<file path="src/assert_macros.svh">
// Assertion helpers, clocked on clk and disabled while rst_n is low.
`ifndef ASSERT_MACROS_SVH
`define ASSERT_MACROS_SVH

// Condition holds at every clock edge.
`define ASSERT_ALWAYS(label, cond, msg) \
    label: assert property (@(posedge clk) disable iff (!rst_n) (cond)) else $error(msg);

// Trigger at one edge implies the consequence at the next edge.
`define ASSERT_NEXT(label, trig, cons, msg) \
    label: assert property (@(posedge clk) disable iff (!rst_n) (trig) |=> (cons)) \
        else $error(msg);

`endif

</file>
<file path="src/kdlr_pkg.sv">
`timescale 1ns / 1ps

package kdlr_pkg;

    localparam int CNT_W = 16;
    localparam int CFG_W = 16;
    localparam int CODE_W = 3;

    typedef logic [CNT_W-1:0] count_t;
    typedef logic [CFG_W-1:0] cfg_word_t;
    typedef logic [CODE_W-1:0] code_t;

    localparam cfg_word_t DEBOUNCE_RESET = cfg_word_t'(20);
    localparam cfg_word_t LONG_RESET = cfg_word_t'(1000);
    localparam cfg_word_t REPEAT_RESET = cfg_word_t'(100);

    localparam code_t KEY_NONE = code_t'(0);
    localparam code_t KEY_1 = code_t'(1);
    localparam code_t KEY_2 = code_t'(2);
    localparam code_t KEY_3 = code_t'(3);
    localparam code_t KEY_4 = code_t'(4);

    typedef enum logic [1:0] {
        REG_DEBOUNCE = 2'd0,
        REG_LONG     = 2'd1,
        REG_REPEAT   = 2'd2
    } cfg_reg_t;

    localparam logic KIND_TICK = 1'b0;
    localparam logic KIND_READ = 1'b1;

    typedef struct packed {
        code_t event_code;
        code_t stable_code;
        logic  event_waiting;
    } result_t;

    function automatic count_t sat_inc(input count_t v);
        return (v == {CNT_W{1'b1}}) ? v : v + count_t'(1);
    endfunction

    // lowest key wins
    function automatic code_t encode_keys(input logic [3:0] keys);
        code_t c;
        if (keys[0])
            c = KEY_1;
        else if (keys[1])
            c = KEY_2;
        else if (keys[2])
            c = KEY_3;
        else if (keys[3])
            c = KEY_4;
        else
            c = KEY_NONE;
        return c;
    endfunction

endpackage

</file>
<file path="src/key_debounce_longpress_repeat.sv">
`timescale 1ns / 1ps
// Output: each result is registered at its accept edge, in the skid if stalled.
// Throughput: one item per cycle while in_stall is low; one-pass state update.
// A two-entry output (result register plus skid) keeps in_stall registered.
// Reset: all key state and the mailbox clear; debounce/long/repeat registers
// return to 20/1000/100 ticks; no output beat is pending.

`include "assert_macros.svh"

module key_debounce_longpress_repeat
    import kdlr_pkg::*;
(
    input  logic        clk,
    input  logic        rst_n,
    input  logic        in_valid,
    output logic        in_stall,
    input  logic        kind,
    input  logic [3:0]  keys_pressed,
    output logic        out_valid,
    input  logic        out_stall,
    output logic [2:0]  event_code,
    output logic [2:0]  stable_code,
    output logic        event_waiting,
    input  logic        cfg_we,
    input  logic [1:0]  cfg_index,
    input  logic [15:0] cfg_data
);

    cfg_word_t debounce_reg, long_reg, repeat_reg;

    code_t  last_sample_reg, stable_key_reg, pending_event_reg;
    count_t same_count_reg, hold_count_reg, repeat_count_reg;
    logic   long_reported_reg;

    code_t  last_sample_next, stable_key_next, pending_event_next;
    count_t same_count_next, hold_count_next, repeat_count_next;
    logic   long_reported_next;
    result_t result_next;

    logic    out_valid_reg, skid_valid_reg;
    result_t out_reg, skid_reg;

    logic in_acc, out_pop;

    assign in_stall = skid_valid_reg;
    assign in_acc = in_valid && !skid_valid_reg;
    assign out_pop = out_valid_reg && !out_stall;

    assign out_valid = out_valid_reg;
    assign event_code = out_reg.event_code;
    assign stable_code = out_reg.stable_code;
    assign event_waiting = out_reg.event_waiting;

    always_ff @(posedge clk or negedge rst_n)
    begin
        if (!rst_n)
        begin
            debounce_reg <= DEBOUNCE_RESET;
            long_reg <= LONG_RESET;
            repeat_reg <= REPEAT_RESET;
        end
        else if (cfg_we)
        begin
            case (cfg_reg_t'(cfg_index))
                REG_DEBOUNCE: debounce_reg <= cfg_data;
                REG_LONG:     long_reg <= cfg_data;
                REG_REPEAT:   repeat_reg <= cfg_data;
                default:      ;
            endcase
        end
    end

    always_comb
    begin
        code_t raw;
        code_t was;
        code_t ev;

        last_sample_next = last_sample_reg;
        stable_key_next = stable_key_reg;
        pending_event_next = pending_event_reg;
        same_count_next = same_count_reg;
        hold_count_next = hold_count_reg;
        repeat_count_next = repeat_count_reg;
        long_reported_next = long_reported_reg;
        raw = encode_keys(keys_pressed);
        was = stable_key_reg;
        ev = KEY_NONE;

        if (kind == KIND_READ)
        begin
            ev = pending_event_reg;
            pending_event_next = KEY_NONE;
        end
        else
        begin
            if (raw == last_sample_reg)
                same_count_next = sat_inc(same_count_reg);
            else
            begin
                same_count_next = '0;
                last_sample_next = raw;
            end

            if (32'(same_count_next) >= 32'(debounce_reg) && raw != stable_key_reg)
            begin
                stable_key_next = raw;
                if (raw != KEY_NONE)
                begin
                    // new key or key change: restart hold timers
                    hold_count_next = '0;
                    repeat_count_next = '0;
                    long_reported_next = 1'b0;
                end
                else if (was != KEY_NONE && !long_reported_reg && pending_event_reg == KEY_NONE)
                    pending_event_next = was;  // short press on release
            end

            if (stable_key_next != KEY_NONE)
            begin
                hold_count_next = sat_inc(hold_count_next);
                if (!long_reported_next)
                begin
                    // long press retries while mailbox is full
                    if (32'(hold_count_next) >= 32'(long_reg)
                        && pending_event_next == KEY_NONE)
                    begin
                        pending_event_next = stable_key_next;
                        long_reported_next = 1'b1;
                        repeat_count_next = '0;
                    end
                end
                else
                begin
                    repeat_count_next = sat_inc(repeat_count_next);
                    if (32'(repeat_count_next) >= 32'(repeat_reg))
                    begin
                        repeat_count_next = '0;
                        if (pending_event_next == KEY_NONE)
                            pending_event_next = stable_key_next;
                    end
                end
            end
        end

        result_next.event_code = ev;
        result_next.stable_code = stable_key_next;
        result_next.event_waiting = (pending_event_next != KEY_NONE);
    end

    always_ff @(posedge clk or negedge rst_n)
    begin
        if (!rst_n)
        begin
            last_sample_reg <= KEY_NONE;
            stable_key_reg <= KEY_NONE;
            pending_event_reg <= KEY_NONE;
            same_count_reg <= '0;
            hold_count_reg <= '0;
            repeat_count_reg <= '0;
            long_reported_reg <= 1'b0;
        end
        else if (in_acc)
        begin
            last_sample_reg <= last_sample_next;
            stable_key_reg <= stable_key_next;
            pending_event_reg <= pending_event_next;
            same_count_reg <= same_count_next;
            hold_count_reg <= hold_count_next;
            repeat_count_reg <= repeat_count_next;
            long_reported_reg <= long_reported_next;
        end
    end

    always_ff @(posedge clk or negedge rst_n)
    begin
        if (!rst_n)
        begin
            out_valid_reg <= 1'b0;
            skid_valid_reg <= 1'b0;
        end
        else if (skid_valid_reg)
        begin
            if (out_pop)
                skid_valid_reg <= 1'b0;
        end
        else if (in_acc)
        begin
            if (!out_valid_reg || out_pop)
                out_valid_reg <= 1'b1;
            else
                skid_valid_reg <= 1'b1;
        end
        else if (out_pop)
            out_valid_reg <= 1'b0;
    end

    always_ff @(posedge clk)
    begin
        if (skid_valid_reg)
        begin
            if (out_pop)
                out_reg <= skid_reg;
        end
        else if (in_acc)
        begin
            if (!out_valid_reg || out_pop)
                out_reg <= result_next;
            else
                skid_reg <= result_next;
        end
    end

    `ASSERT_ALWAYS(a_skid_needs_out, !skid_valid_reg || out_valid_reg, "skid beat without output beat")
    `ASSERT_ALWAYS(a_read_clears_flag, !out_valid_reg || out_reg.event_code == KEY_NONE || !out_reg.event_waiting, "read beat shows event still waiting")
    `ASSERT_NEXT(a_read_empties_box, in_acc && kind == KIND_READ, pending_event_reg == KEY_NONE, "mailbox not cleared by read")
    `ASSERT_NEXT(a_skid_holds, skid_valid_reg && out_stall, skid_valid_reg && out_valid_reg, "skid beat lost under stall")

endmodule
</file>
<file path="config.mk">
export PLATFORM = sky130hd
export DESIGN_NAME = key_debounce_longpress_repeat
export DESIGN_NICKNAME = d
export VERILOG_FILES = /design/src/kdlr_pkg.sv /design/src/key_debounce_longpress_repeat.sv
export VERILOG_INCLUDE_DIRS = /design/src /design/src/src
export SDC_FILE = /design/constraint.sdc
export NUM_CORES = 1
export LEC_CHECK = 0
export BUFFER_PORTS_ARGS = -buffer_cell sky130_fd_sc_hd__buf_2
export CORE_ASPECT_RATIO = 0.7
export CORE_MARGIN = 1.5
export CORE_UTILIZATION = 40
export DETAILED_ROUTE_END_ITERATION = 7
export PLACE_DENSITY = 0.62
export SLEW_MARGIN = 20
export SYNTH_ARGS = -nofsm -noshare
export SYNTH_HDL_FRONTEND = slang
export SYNTH_SLANG_ARGS = --single-unit
</file>
<file path="constraint.sdc">
create_clock -name clk -period 8.45 [get_ports clk]
set_input_delay 1.69 -clock clk [delete_from_list [all_inputs] [get_ports clk]]
set_output_delay 1.69 -clock clk [all_outputs]
set_load 0.02 [all_outputs]
</file>
==> results of run 1 <==
==> kinds of logic (layout without fill, tap and decap cells) <==
family | after synthesis | after routing
compound gates | 168 | 168
xor+xnor | 38 | 38
fa+ha+maj | 51 | 51
buf+inv | 92 | 147
flops | 122 | 122
mux | 60 | 60
simple gates | 280 | 280
==> final cells by class <==
cell class              count  area [um2]
fillers                  1749       10000
multi-input cells         597        4230
flip-flops and latches    122        3140
clock buffers              22         465
repair buffers             59         355
well taps                 242         303
inverters                  56         210
clock inverters            10         118
==> through the flow <==
stage	setup WS (ns)	hold WS, ns
after CTS	0.435	0.507
after detailed placement	0.0195	0.494
final	0.577	0.505
after floorplan	0.0633	0.467
after global placement	0.240	0.485
after global routing	0.0697	0.516
==> path summary, 6_finish.rpt <==
path / start / end / cells after the start
setup / recovery: keys_pressed[1] / event_waiting / 29
hold / removal: repeat_reg[15] / repeat_reg[15] / 1
setup reg to reg: same_count_reg[3] / event_waiting / 29
hold reg to reg: repeat_reg[15] / repeat_reg[15] / 1
max in group asynchronous: rst_n / long_reg[15] / 2
min in group asynchronous: rst_n / hold_count_reg[15] / 1
==> routing by layer <==
layer  vias to the layer above  part of all wire
met4                         0             0.013
met2                       205              0.38
met1                      2860              0.54
met3                        22             0.070
li1                       3025                 -
met5                         -                 0
==> power groups by stage <==
stage               combinational, mW  sequential, mW  clock [mW]
floorplan                       0.443           0.805           0
global placement                0.622           0.818           0
detailed placement              0.627           0.820           0
CTS                             0.633           0.811       0.745
global route                    0.725           0.831       0.768
finish                          0.643           0.814       0.728
==> repair_timing <==
item                                    CTS  global route
setup buffers                             0             2
hold buffers                              0             0
resized for setup                         0             5
endpoints found under the setup margin    0            20
==> critical path, delay by kind of cell <==
| kind | cells | cell delay (ns) |
|---|---|---|
| AND/OR/NAND/NOR | 10 | 1.58 |
| adder cells (fa/ha/maj) | 3 | 0.89 |
| buffers and inverters | 4 | 0.69 |
| XOR/XNOR | 2 | 0.43 |
| multiplexers | 1 | 0.30 |
| AO/OA/AOI/OAI | 9 | 2.46 |
==> placed cells by master (no fill, tap or decap), types with 6 or more instances in the layout <==
cell,Yosys,layout
buf_2,9,35
a211oi_1,10,9
xnor2_1,13,13
o31ai_1,15,15
mux2_2,56,56
xor2_1,25,25
a21oi_1,29,29
ha_1,51,51
nand3_1,25,25
nand2b_1,8,7
nand4_1,23,23
clkbuf_16,0,18
nand2_1,99,99
buf_4,1,24
a22o_1,6,6
o21ai_0,47,47
a21o_1,10,10
dfrtp_1,97,97
inv_1,56,56
and3_1,14,14
nor2_1,53,53
nor2b_1,7,7
edfxtp_1,14,14
nor3_1,16,16
dfstp_2,11,11
==> reports/metrics.cfg, run 1 <==
[run_status]
status=finished, final reports clean

[power]
p_leak_nw=3.95
p_int_mw=1.44
p_sw_mw=0.749
pwr-share-seq=0.373
peakVddDrop_uv=135
comb_power_share=0.294
clkPwrFrac=0.333
powerDensity_mw_per_mm2=248
switching_share=0.343
power.total_mw=2.18

[synthesis]
yosys.area.top_type=dfrtp_1
synthAdderAreaFrac=0.0829
synthArstFlopShare=0.885
yosysSeqAreaShare=0.408
synth.most_common_cell=nand2_1
ys.flop_type=dfrtp_1
syn-cell-area_mm2=0.00770
synth_top_family_by_area=simple AND/OR/NAND/NOR gates
synth_edf_count=14
muxShareOfSynthArea=0.0871
syn_nets=890
synth.top_cell.area_share=0.315
synth_xor_area_frac=0.0432
synthesis.instances=811
avgSynthCellArea_um2=9.49
yosys.area_share.simple=0.182
synth.ff_latch_count=122
synth_compound_area_frac=0.149
yosys.cell_types.count=69
synth.area.top_cells=dfrtp_1 (32%), ha_1 (8.3%), mux2_2 (8.2%), edfxtp_1 (5.5%), nand2_1 (4.8%)
ys_top_cells_by_count=nand2_1 (99), dfrtp_1 (97), inv_1 (56), mux2_2 (56), nor2_1 (53)
yosys_warnings=0

[grt]
gr-usage-met1=0.331
grt_pass1_wl_mm=31.7
grt.overflow.total=0
grt_max_degree=60
grt_antenna_before_repair=0
use_met3=0.0376
grt.met2_usage=0.267
grt_busiest_layer=met1
track_usage=0.204
grt_pass1_vias=5789

[critical_path]
slowest_stage=a211oi_4
cp-end-kind=flop
worstPathArrival_ns=8.04
critPathMaxStageDelay_ns=0.43
critPathLaunchType=input pin
cp_max_fo=19
cpMostUsedCell=ha_1
ff2ff_setup_slack_ns=1.05
cp.required_ns=8.62
criticalPathCategory=input pin to flop

[timing]
fin_setup_tns_ns=0
maxSlewHeadroom=0.342
maxSlewViolCount=0
finalHoldViolations=0
setup_viol=0
finalCriticalPeriod_ns=7.87
rsz0062_at_grt=no
fmax_ghz=0.127
fin_crit_sh=0.932
skew_ns=0.00834
worst_slew_pin_slew_ns=0.978

[route]
vias=6112
avgViaCountPerCell=5.52
ant_nets=0
dr.first_iter.drc_count=585
drcViolationCount=0
firstDrtPassIters=5
wirelength_mm=19.0
wire_per_inst_um=17.1

[cells_and_area]
area_delta_synth_final_pct=14.6
nets=932
final_cell_area_mm2=0.00882
post-route-util=0.468
drive_above_1_share=0.200
instances_no_fill=1108
antenna_cells=0

[place]
dp_hpwl_mm=13.9
dpl_cell_area_mm2=0.00820
dpl.cell_count=1074
io_buffers=36
gp_congestion=0.945

[clock_network]
clock-sinks=122
htree_levels=4
tritoncts=yes
ctsLongestPathBuffers=2
numCtsBuffers=17
path_clk_slew_ns=0.06
cts-root-buf=clkbuf_16
clk_latency_ns=0.42

[job]
maxCapViolCount=0

[die]
die_w_um=169
die_area_mm2=0.0201
rows=42
core_area_mm2=0.0189
io_pins=37
start_util=0.408
die_h_um=119

[hold_path]
hp-class=flop to flop

Note: power is estimated with default switching activity, not from simulation.
==> inputs of run 2 (changes only) <==
--- a/config.mk
+++ b/config.mk
@@ -7,11 +7,14 @@
 export NUM_CORES = 1
 export LEC_CHECK = 0
 export BUFFER_PORTS_ARGS = -buffer_cell sky130_fd_sc_hd__buf_2
+export CELL_PAD_IN_SITES_DETAIL_PLACEMENT = 0
+export CELL_PAD_IN_SITES_GLOBAL_PLACEMENT = 1
 export CORE_ASPECT_RATIO = 0.7
 export CORE_MARGIN = 1.5
 export CORE_UTILIZATION = 40
 export DETAILED_ROUTE_END_ITERATION = 7
-export PLACE_DENSITY = 0.62
+export MAX_ROUTING_LAYER = met4
+export PLACE_DENSITY = 0.74
 export SLEW_MARGIN = 20
 export SYNTH_ARGS = -nofsm -noshare
 export SYNTH_HDL_FRONTEND = slang
==> run 2 against run 1 <==
Against the previous run:
- clock skew fell by 0.00070 ns
- sequential power fell by 0.5%
- maximum frequency rose by 0.38%
- via count fell by 1.3%
- combinational power fell by 0.9%
- utilization fell by 0.086 points
- cell area fell by 0.18%
- die area did not move
- sequential share of layout area rose by 0.066 points
- power rose by 0.37%
- clock power rose by 2%
- final cell count barely moved
- critical path type unchanged
- critical endpoint unchanged
- highest routed layer unchanged
==> reports/metrics.cfg, run 2 (synthesized netlist as in run 1, its figures left out) <==
[die]
rows=42  ; unchanged
core_area_mm2=0.0189  ; unchanged
die_area_mm2=0.0201  ; unchanged
die_w_um=169  ; unchanged
start_util=0.408  ; unchanged
die_h_um=119  ; unchanged
io_pins=37  ; unchanged

[critical_path]
cp_max_fo=18  ; was 19
critPathMaxStageDelay_ns=0.52  ; was 0.43 ns
critPathLaunchType=input pin  ; unchanged
timing.rr.end=event_waiting  ; unchanged
slowest_stage=a211oi_4  ; unchanged
cp.required_ns=8.63  ; was 8.62 ns
ff2ff_setup_slack_ns=1.10  ; was 1.05 ns
crit_path_start=keys_pressed[1]  ; unchanged
reg2reg_depth=30  ; was 29
worstPathArrival_ns=8.02  ; was 8.04 ns
regToRegStartpoint=same_count_reg[3]  ; unchanged
criticalPathCategory=input pin to flop  ; unchanged
cp-end-kind=flop  ; unchanged

[hold_path]
hp-class=flop to flop  ; unchanged
hp-start=last_sample_reg[0]  ; was repeat_reg[15]
whs_endpoint=last_sample_reg[0]  ; was repeat_reg[15]
holdPathStages=2  ; was 1

[cells_and_area]
drive_above_1_share=0.199  ; was 0.200
layout_commonest_cell=nand2_1  ; unchanged
instances_no_fill=1107  ; was 1108
final_cell_area_mm2=0.00881  ; was 0.00882 mm2
antenna_cells=0  ; unchanged
nets=931  ; was 932
fill_cells=1800  ; was 1749
area_delta_synth_final_pct=14.4  ; was 14.6%
layout_common_cells=nand2_1 (99), dfrtp_1 (97), inv_1 (56), mux2_2 (56), nor2_1 (53)  ; unchanged

[route]
avgViaCountPerCell=5.45  ; was 5.52
drcViolationCount=0  ; unchanged
dr.first_iter.drc_count=467  ; was 585
wire_per_inst_um=17.3  ; was 17.1 um
ant_nets=0  ; unchanged
firstDrtPassIters=5  ; unchanged
vias=6030  ; was 6112
wirelength_mm=19.1  ; was 19.0 mm

[clock_network]
clk_latency_ns=0.43  ; was 0.42 ns
ctsLongestPathBuffers=2  ; unchanged
numCtsBuffers=17  ; unchanged
tritoncts=yes  ; unchanged
htree_levels=4  ; unchanged
path_clk_slew_ns=0.06  ; about the same
postCtsHoldBufs=0  ; unchanged
cts-root-buf=clkbuf_16  ; unchanged
clock-sinks=122  ; unchanged

[grt]
grt_antenna_before_repair=0  ; unchanged
grt_pass1_wl_mm=31.4  ; was 31.7 mm
grt_busiest_layer=met1  ; unchanged
grt.overflow.total=0  ; unchanged
gr-usage-met1=0.331  ; about the same
track_usage=0.209  ; was 0.204
grt_max_degree=60  ; unchanged
grt.met2_usage=0.263  ; was 0.267
grt_pass1_vias=5673  ; was 5789
use_met3=0.0415  ; was 0.0376

[place]
dpl_cell_area_mm2=0.00820  ; about the same
dpl.cell_count=1075  ; was 1074
dp_hpwl_mm=13.9  ; about the same
gp_congestion=0.926  ; was 0.945
io_buffers=36  ; unchanged

[power]
p_leak_nw=3.94  ; was 3.95 nW
powerDensity_mw_per_mm2=249  ; was 248 mW/mm2
peakVddDrop_uv=147  ; was 135 uV

[timing]
fmax_ghz=0.128  ; was 0.127 GHz
whs_ns=0.506  ; was 0.505 ns
maxSlewHeadroom=0.334  ; was 0.342
skew_ns=0.00764  ; was 0.00834 ns
setup_viol=0  ; unchanged
finalCriticalPeriod_ns=7.84  ; was 7.87 ns
fin_crit_sh=0.928  ; was 0.932
finalHoldViolations=0  ; unchanged
maxSlewViolCount=0  ; unchanged
worst_slew_pin_slew_ns=0.990  ; was 0.978 ns
fin_setup_tns_ns=0  ; unchanged

[job]
maxCapViolCount=0  ; unchanged

[run_status]
status=finished, final reports clean  ; unchanged

-- run 2: changes by cell type in the layout (fill, tap and decap cells not counted), sizes merged --
cell,before,now
bufinv,2,3
clkinv,5,8
buf,59,58
clkbuf,22,20
inv,58,56
-- run 2: critical path: cells and delay by family --
family | cells | cell delay, ns
and+or+nand+nor | 11 | 1.62
xor gates and xnor gates | 2 | 0.30
buffers and inverters | 3 | 0.47
muxes | 1 | 0.28
AOI/OAI and AO/OA | 10 | 2.97
adders and majority gates | 3 | 0.69
-- run 2: repair_timing --
action,4_1_cts,5_1_grt
setup endpoints to repair,0,5
setup buffers,0,0
gates resized for setup,0,2
-- run 2: how the worst max path moves through the flow --
| stage | endpoint | cells past startpoint |
|---|---|---|
| after floorplan | event_waiting | 32 |
| after global placement | repeat_count_reg[13] | 31 |
| after detailed placement | repeat_count_reg[6] | 31 |
| after CTS | repeat_count_reg[13] | 31 |
| after global routing | event_waiting | 30 |
| final | event_waiting | 30 |
-- run 2: layer usage --
metal | routed length, um | up-vias
li1 | - | 3016
met1 | 10700 | 2854
met2 | 7380 | 147
met3 | 899 | 13
met4 | 154 | 0
met5 | 0 | -
-- run 2: area by class of cell --
| type | instances | area [um2] | area share |
|---|---|---|---|
| clock buffer | 20 | 447 | 0.0507 |
| timing repair buffer | 58 | 348 | 0.0395 |
| tap | 242 | 303 | 0.0344 |
| clock inverter | 12 | 149 | 0.0169 |
| sequential | 122 | 3140 | 0.356 |
| inverter | 56 | 210 | 0.0239 |
| multi-input combinational | 597 | 4210 | 0.478 |
-- run 2: per-stage QoR --
step	setup WS (ns)	utilization	total power, mW
finish	0.607	0.467	2.19
global route	-0.0914	0.467	2.34
CTS	0.547	0.466	2.20
detailed placement	0.139	0.435	1.45
global placement	0.199	0.435	1.44
floorplan	0.0633	-	1.25
-- run 2: power by group --
group	switching, mW	internal, mW
clock	0.276	0.469
combinational	0.374	0.263
sequential	0.0940	0.716
